## config.mk

```make
export PLATFORM = sky130hd
export DESIGN_NAME = http_chunked_body_decoder
export DESIGN_NICKNAME = d
export VERILOG_FILES = /design/src/rtl/hcbd_pkg.sv /design/src/rtl/http_chunked_body_decoder.sv
export SDC_FILE = /design/constraint.sdc
export NUM_CORES = 1
export LEC_CHECK = 0
export BUFFER_PORTS_ARGS = -buffer_cell sky130_fd_sc_hd__buf_4
export CAP_MARGIN = 20
export CORE_UTILIZATION = 60
export CTS_CLUSTER_DIAMETER = 30
export CTS_CLUSTER_SIZE = 24
export DETAILED_ROUTE_END_ITERATION = 8
export HOLD_SLACK_MARGIN = 0.15
export PLACE_DENSITY = 0.79
export SYNTH_ARGS = -nofsm -noshare
export SYNTH_HDL_FRONTEND = slang
export SYNTH_SLANG_ARGS = --single-unit
```

## constraint.sdc

```tcl
create_clock -name clk -period 6.2 [get_ports clk]
set_input_delay 0.31 -clock clk [delete_from_list [all_inputs] [get_ports clk]]
set_output_delay 0.31 -clock clk [all_outputs]
set_load 0.05 [all_outputs]
```

## src/rtl/hcbd_pkg.sv

```systemverilog
package hcbd_pkg;

	localparam logic [31:0] DEFAULT_BODY_LIMIT = 32'd65536;
	localparam logic [15:0] TRAILER_LIMIT      = 16'd512;
	localparam logic [3:0]  MAX_SIZE_DIGITS    = 4'd8;

	localparam logic [7:0] CHAR_CR   = 8'h0D;
	localparam logic [7:0] CHAR_LF   = 8'h0A;
	localparam logic [7:0] CHAR_SEMI = 8'h3B;
	localparam logic [7:0] CHAR_TAB  = 8'h09;
	localparam logic [7:0] CHAR_SP   = 8'h20;
	localparam logic [7:0] CHAR_DEL  = 8'h7F;

	typedef enum logic [2:0] {
		PH_SIZE,
		PH_EXT,
		PH_DATA,
		PH_DATA_CR,
		PH_DATA_LF,
		PH_TRAILER,
		PH_DONE,
		PH_ERROR
	} phase_t;

	typedef enum logic [2:0] {
		ST_OK,
		ST_PAYLOAD,
		ST_DONE,
		ST_MALFORMED,
		ST_TOOBIG
	} status_t;

	typedef enum logic {
		CMD_DATA,
		CMD_START
	} command_t;

	typedef struct packed {
		command_t    command;
		logic [7:0]  data_byte;
	} req_t;

	typedef struct packed {
		status_t     status;
		logic [7:0]  payload_byte;
		logic        consumed;
	} res_t;

endpackage

```

## src/rtl/http_chunked_body_decoder.sv

```systemverilog
// channel   | handshake                | payload
// ----------+--------------------------+----------------------------------
// request   | req_valid / req_ready    | req_data   (command, data_byte)
// result    | res_valid / res_ready    | res_data   (status, payload_byte,
//           |                          |             consumed)
// config    | cfg_wr_en                | cfg_wr_data (body_limit)
//
// One request per cycle while req_ready is high; its result appears in the cycle after acceptance.
// The parser state and result register update in the same edge, so the
// single result register is the only stage between the two sides.
// req_ready is low only while a result is held and res_ready is low.
// arst_n clears the parser state, body_limit and the result valid flag.
module http_chunked_body_decoder (
	input  logic               clk,
	input  logic               arst_n,
	input  logic               req_valid,
	output logic               req_ready,
	input  hcbd_pkg::req_t     req_data,
	output logic               res_valid,
	input  logic               res_ready,
	output hcbd_pkg::res_t     res_data,
	input  logic               cfg_wr_en,
	input  logic [31:0]        cfg_wr_data
);
	import hcbd_pkg::*;

	phase_t       phase_q, phase_d;
	logic         cr_q, cr_d;
	logic [3:0]   digits_q, digits_d;
	logic [31:0]  chunk_q, chunk_d;
	logic [31:0]  total_q, total_d;
	logic [15:0]  trailer_q, trailer_d;
	logic         err_big_q, err_big_d;
	logic [31:0]  body_limit_q;

	logic         accept;
	logic [31:0]  limit;
	logic [7:0]   c;
	logic         is_hex;
	logic [3:0]   hex_val;
	logic         field_ok;
	logic [31:0]  chunk_shift;
	res_t         res_d;

	assign req_ready = !res_valid || res_ready;
	assign accept    = req_valid && req_ready;
	assign limit     = (body_limit_q == '0) ? DEFAULT_BODY_LIMIT : body_limit_q;
	assign c         = req_data.data_byte;
	assign field_ok  = (c == CHAR_TAB) || ((c >= CHAR_SP) && (c != CHAR_DEL));
	assign chunk_shift = {chunk_q[27:0], hex_val};

	always_comb begin
		is_hex  = 1'b1;
		hex_val = 4'd0;
		if (c inside {["0":"9"]}) begin
			hex_val = 4'(c - 8'h30);
		end else if (c inside {["a":"f"]}) begin
			hex_val = 4'(c - 8'h57);
		end else if (c inside {["A":"F"]}) begin
			hex_val = 4'(c - 8'h37);
		end else begin
			is_hex = 1'b0;
		end
	end

	always_comb begin
		phase_d   = phase_q;
		cr_d      = cr_q;
		digits_d  = digits_q;
		chunk_d   = chunk_q;
		total_d   = total_q;
		trailer_d = trailer_q;
		err_big_d = err_big_q;
		res_d.status       = ST_OK;
		res_d.payload_byte = 8'd0;
		res_d.consumed     = 1'b0;

		if (req_data.command == CMD_START) begin
			phase_d   = PH_SIZE;
			cr_d      = 1'b0;
			digits_d  = '0;
			chunk_d   = '0;
			total_d   = '0;
			trailer_d = '0;
			err_big_d = 1'b0;
		end else begin
			case (phase_q)
				PH_SIZE, PH_EXT: begin
					if (c == CHAR_CR) begin
						cr_d = 1'b1;
						res_d.consumed = 1'b1;
					end else if (c == CHAR_LF) begin
						if (!cr_q || (phase_q == PH_SIZE && digits_q == '0)) begin
							phase_d = PH_ERROR;
							err_big_d = 1'b0;
							res_d.status = ST_MALFORMED;
						end else begin
							cr_d = 1'b0;
							digits_d = '0;
							phase_d = (chunk_q == '0) ? PH_TRAILER : PH_DATA;
							res_d.consumed = 1'b1;
						end
					end else if (phase_q == PH_EXT) begin
						if (cr_q || !field_ok) begin
							phase_d = PH_ERROR;
							err_big_d = 1'b0;
							res_d.status = ST_MALFORMED;
						end else begin
							res_d.consumed = 1'b1;
						end
					end else if (cr_q || (c == CHAR_SEMI && digits_q == '0) ||
						(c != CHAR_SEMI && !is_hex)) begin
						phase_d = PH_ERROR;
						err_big_d = 1'b0;
						res_d.status = ST_MALFORMED;
					end else if (c == CHAR_SEMI) begin
						phase_d = PH_EXT;
						res_d.consumed = 1'b1;
					end else if (digits_q >= MAX_SIZE_DIGITS || chunk_shift > limit) begin
						phase_d = PH_ERROR;
						err_big_d = 1'b1;
						res_d.status = ST_TOOBIG;
					end else begin
						chunk_d = chunk_shift;
						digits_d = digits_q + 4'd1;
						res_d.consumed = 1'b1;
					end
				end
				PH_DATA: begin
					if (total_q >= limit) begin
						phase_d = PH_ERROR;
						err_big_d = 1'b1;
						res_d.status = ST_TOOBIG;
					end else begin
						res_d.status = ST_PAYLOAD;
						res_d.payload_byte = c;
						res_d.consumed = 1'b1;
						total_d = total_q + 32'd1;
						chunk_d = chunk_q - 32'd1;
						if (chunk_q == 32'd1) begin
							phase_d = PH_DATA_CR;
						end
					end
				end
				PH_DATA_CR: begin
					if (c != CHAR_CR) begin
						phase_d = PH_ERROR;
						err_big_d = 1'b0;
						res_d.status = ST_MALFORMED;
					end else begin
						phase_d = PH_DATA_LF;
						res_d.consumed = 1'b1;
					end
				end
				PH_DATA_LF: begin
					if (c != CHAR_LF) begin
						phase_d = PH_ERROR;
						err_big_d = 1'b0;
						res_d.status = ST_MALFORMED;
					end else begin
						phase_d = PH_SIZE;
						chunk_d = '0;
						digits_d = '0;
						res_d.consumed = 1'b1;
					end
				end
				PH_TRAILER: begin
					// digits_q marks a non-empty trailer line here
					if (trailer_q >= TRAILER_LIMIT) begin
						phase_d = PH_ERROR;
						err_big_d = 1'b1;
						res_d.status = ST_TOOBIG;
					end else begin
						trailer_d = trailer_q + 16'd1;
						if (c == CHAR_CR) begin
							cr_d = 1'b1;
							res_d.consumed = 1'b1;
						end else if (c == CHAR_LF) begin
							if (!cr_q) begin
								phase_d = PH_ERROR;
								err_big_d = 1'b0;
								res_d.status = ST_MALFORMED;
							end else begin
								cr_d = 1'b0;
								res_d.consumed = 1'b1;
								if (digits_q == '0) begin
									phase_d = PH_DONE;
									res_d.status = ST_DONE;
								end else begin
									digits_d = '0;
								end
							end
						end else if (cr_q || !field_ok) begin
							phase_d = PH_ERROR;
							err_big_d = 1'b0;
							res_d.status = ST_MALFORMED;
						end else begin
							digits_d = 4'd1;
							res_d.consumed = 1'b1;
						end
					end
				end
				PH_DONE: begin
					res_d.status = ST_DONE;
				end
				default: begin
					res_d.status = err_big_q ? ST_TOOBIG : ST_MALFORMED;
				end
			endcase
		end
	end

	always_ff @(posedge clk or negedge arst_n) begin
		if (!arst_n) begin
			phase_q   <= PH_SIZE;
			cr_q      <= 1'b0;
			digits_q  <= '0;
			chunk_q   <= '0;
			total_q   <= '0;
			trailer_q <= '0;
			err_big_q <= 1'b0;
		end else if (accept) begin
			phase_q   <= phase_d;
			cr_q      <= cr_d;
			digits_q  <= digits_d;
			chunk_q   <= chunk_d;
			total_q   <= total_d;
			trailer_q <= trailer_d;
			err_big_q <= err_big_d;
		end
	end

	always_ff @(posedge clk or negedge arst_n) begin
		if (!arst_n) begin
			body_limit_q <= '0;
		end else if (cfg_wr_en) begin
			body_limit_q <= cfg_wr_data;
		end
	end

	always_ff @(posedge clk or negedge arst_n) begin
		if (!arst_n) begin
			res_valid <= 1'b0;
		end else if (req_ready) begin
			res_valid <= req_valid;
		end
	end

	always_ff @(posedge clk) begin
		if (accept) begin
			res_data <= res_d;
		end
	end

endmodule
```

==> out/qor.yml <==
setup_path:
  critical_path.startpoint_type: "flop"
  worstPathArrival_ps: 5080
  slowest_delay_ps: 830
  cp_slowest_cell: "a2111oi_0"
  worstPathMaxFanout: 25
  crit_chain: "nor4_1 -> nand4_1 -> nor2_1 -> nor2_1 -> ha_1 -> a21oi_1 -> o21ai_0 -> a2111oi_0 -> a21oi_1 -> o22a_1 -> o31a_1 -> buf_4 -> nor3_2 -> mux2_2"
  cp-end-kind: "flop"
  worstPathRequired_ps: 6520
  worstSetupPathType: "flop to flop"
detailed_routing:
  wl_per_cell_um: 19.62
  viasPerCell: 6.513
  first_pass_iters: 6
  route.met2.wl_um: 12300
  met3_length_um: 2206
  dr.first_iter.drc_count: 1023
  vias: 8728
  wl_met1_um: 10740
  postRouteAntennaNets: 0
  drc: 0
  routed_wl_um: 26300
  highest_layer: "met4"
sta:
  tightest_slew_ps: 1016
  fin_worst_skew_ps: 7.955
  finalCriticalPeriod_ps: 4762
  hold_viol_final: 0
  setup_tns_ps: 0
  max_freq_mhz: 210.0
  drv_slew: 0
  rsz0062_at_grt: "no"
  hold_slack_ps: 160.2
  finalCritPeriodShare_pct: 76.81
  setup_ws_ps: 1438
  setup_viol: 0
  slew_headroom_pct: 31.91
power_and_ir_drop:
  cellPowerDensity_nw_per_um2: 390.3
  p_total_mw: 4.142
  peakVddDrop_mv: 0.2312
  p_leak_nw: 4.857
synthesis:
  avgSynthCellArea_um2: 8.530
  ys_top_cells_by_area: "dfrtp_1 (33%), ha_1 (11%), nand2_1 (4.4%), o21ai_0 (4.3%), a21oi_1 (4.1%)"
  syn_inst: 1077
  synth_ff_type: "dfrtp_1"
  netlist_area_um2: 9186
  synth_nets: 1202
  yosysUniqueCellTypes: 75
  synth.top_cell.area_share_pct: 33.23
  synth_edf_count: 12
  synth_area_leader_cell: "dfrtp_1"
  ys_warn_count: 0
  synth_seq_cells: 134
  async_flop_share_pct: 91.04
  ys_seq_area_share_pct: 37.16
clocking:
  cts.sinks: 134
  cts_buffer_depth: 2
  post_cts_resized: 0
  htreeDepth: 4
  cts_buffers: 17
  clk_latency_ps: 440
  cts_tree: "done"
  clockRootBuffer: "clkbuf_16"
  clkTransAtPathRegs_ps: 60
cells_and_area:
  final_util_pct: 71.93
  insertedDiodeCount: 0
  drive_gt1_share_pct: 10.29
  fin_nets: 1270
  area_growth_pct: 15.53
die:
  pin_count: 60
  rows: 44
  fp.dieH_um: 125.7
  start_util_pct: 62.26
  die_area_um2: 15810
  die_x_um: 125.7
  core-area_um2: 14750
global_route:
  grt_pass1_vias: 8458
  track_usage_pct: 34.43
  grt_first_pass_wirelength_um: 42830
  antenna_found_initial: 0
  overflow: 0
  grt_max_degree: 69
run:
  maxCapViolCount: 0
run_status:
  status: "finished clean"
placement:
  place.gp.congestion: 0.9948
  numPortBuffers: 59
  place_hpwl_um: 17770
  dp_slack_ps: 1600
hold_path:
  hold_path_class: "input pin to flop"
[flip-flops by register name (all words and copies together) (netlist names)]
signal,cells
body_limit_q,32
chunk_q,32
total_q,32
trailer_q,16
res_data,12
digits_q,4
phase_q,3
cr_q,1
err_big_q,1
res_valid,1
[power breakdown]
group / switching, mW / internal [mW]
Clock: 0.388 / 0.591
Combinational: 1.19 / 0.688
Sequential: 0.257 / 1.03
Total: 1.84 / 2.30
[critical path: cells and delay by family (launching register included)]
| kind | cells | cell delay, ps |
|---|---|---|
| buf+inv | 1 | 240 |
| flops | 1 | 410 |
| fa+ha+maj | 1 | 180 |
| simple gates | 5 | 1620 |
| mux | 1 | 420 |
| compound gates | 6 | 1770 |
[cell usage in the layout (no fill, tap or decap), types with 17 or more instances in the layout]
| cell type | count |
|---|---|
| nand4_1 | 28 |
| inv_1 | 55 |
| nor3_1 | 32 |
| clkbuf_16 | 18 |
| nand3_1 | 46 |
| dlygate4sd3_1 | 32 |
| ha_1 | 79 |
| a21oi_1 | 74 |
| o21ai_0 | 78 |
| a31oi_1 | 25 |
| dfrtp_1 | 122 |
| nand2_1 | 108 |
| o31ai_1 | 17 |
| buf_4 | 70 |
| xor2_1 | 24 |
| and3_1 | 23 |
| nor2_1 | 97 |
[cell type report]
| class | instances | area, um^2 |
|---|---|---|
| multi-input combinational | 835 | 5358 |
| sequential | 134 | 3413 |
| inverter | 55 | 206.4 |
| clock inverter | 7 | 70.07 |
| timing repair buffer | 102 | 845.8 |
| tap | 184 | 230.2 |
| fill | 1138 | 4141 |
| clock buffer | 23 | 489.2 |
[metrics by stage]
step / instance area (um^2) / cells
after floorplan: 9186 / 1077
after global placement: 9733 / 1278
after detailed placement: 9733 / 1278
after CTS: 10610 / 1340
after global routing: 10610 / 1340
final: 10610 / 1340
[path summary, 6_finish.rpt]
check	from	slack, ps	cells past startpoint	endpoint
hold / removal	cfg_wr_data[6]	160	3	body_limit_q[6]
hold reg to reg	trailer_q[15]	510	2	trailer_q[15]
min in group asynchronous	arst_n	540	2	total_q[18]
setup reg to reg	body_limit_q[0]	1440	14	chunk_q[3]
setup / recovery	body_limit_q[0]	1440	14	chunk_q[3]
max in group asynchronous	arst_n	4430	3	phase_q[0]
[cells by family after synthesis]
kind of cell             count (synthesis)  synth area share, %
buffers and inverters                  108                4.645
XOR/XNOR                                35                3.337
multiplexers                            20                2.397
adder cells (fa/ha/maj)                 79                10.76
flip-flops                             134                37.16
AO/OA/AOI/OAI                          297                20.14
AND/OR/NAND/NOR                        404                21.56
[synthesized netlist by cell type (all sizes together), types with 4 or more instances]
master and count:
nor3 34, and2 6, buf 6, nand2 108, xor2 24, nand3b 4, ha 79, nand3 46
a22oi 7, and4 5, nand4 28, mux2 16, and3 23, or3 9, o22ai 7, a31oi 25
clkbuf 47, a211oi 5, o21ai 92, mux2i 4, o21a 8, nor2b 4, dfrtp 122, a311oi 6
nand2b 7, o211ai 6, a32oi 8, a21oi 75, edfxtp 12, nor2 98, inv 55, nor4 15
xnor2 11, or4 6, a21o 5, o31ai 17, nor3b 4
[routing by layer]
| layer | up-vias | global-route usage, % |
|---|---|---|
| met5 | - | 0 |
| met4 | 0 | 16.58 |
| met3 | 99 | 6.839 |
| met2 | 469 | 55.85 |
| met1 | 4061 | 44.40 |
| li1 | 4099 | - |
[what timing repair did]
item	in CTS	in global routing
hold buffers	32	0
hold endpoints to repair	98	0
buffers inserted	0	0
Note: power is estimated with default switching activity, not from simulation.
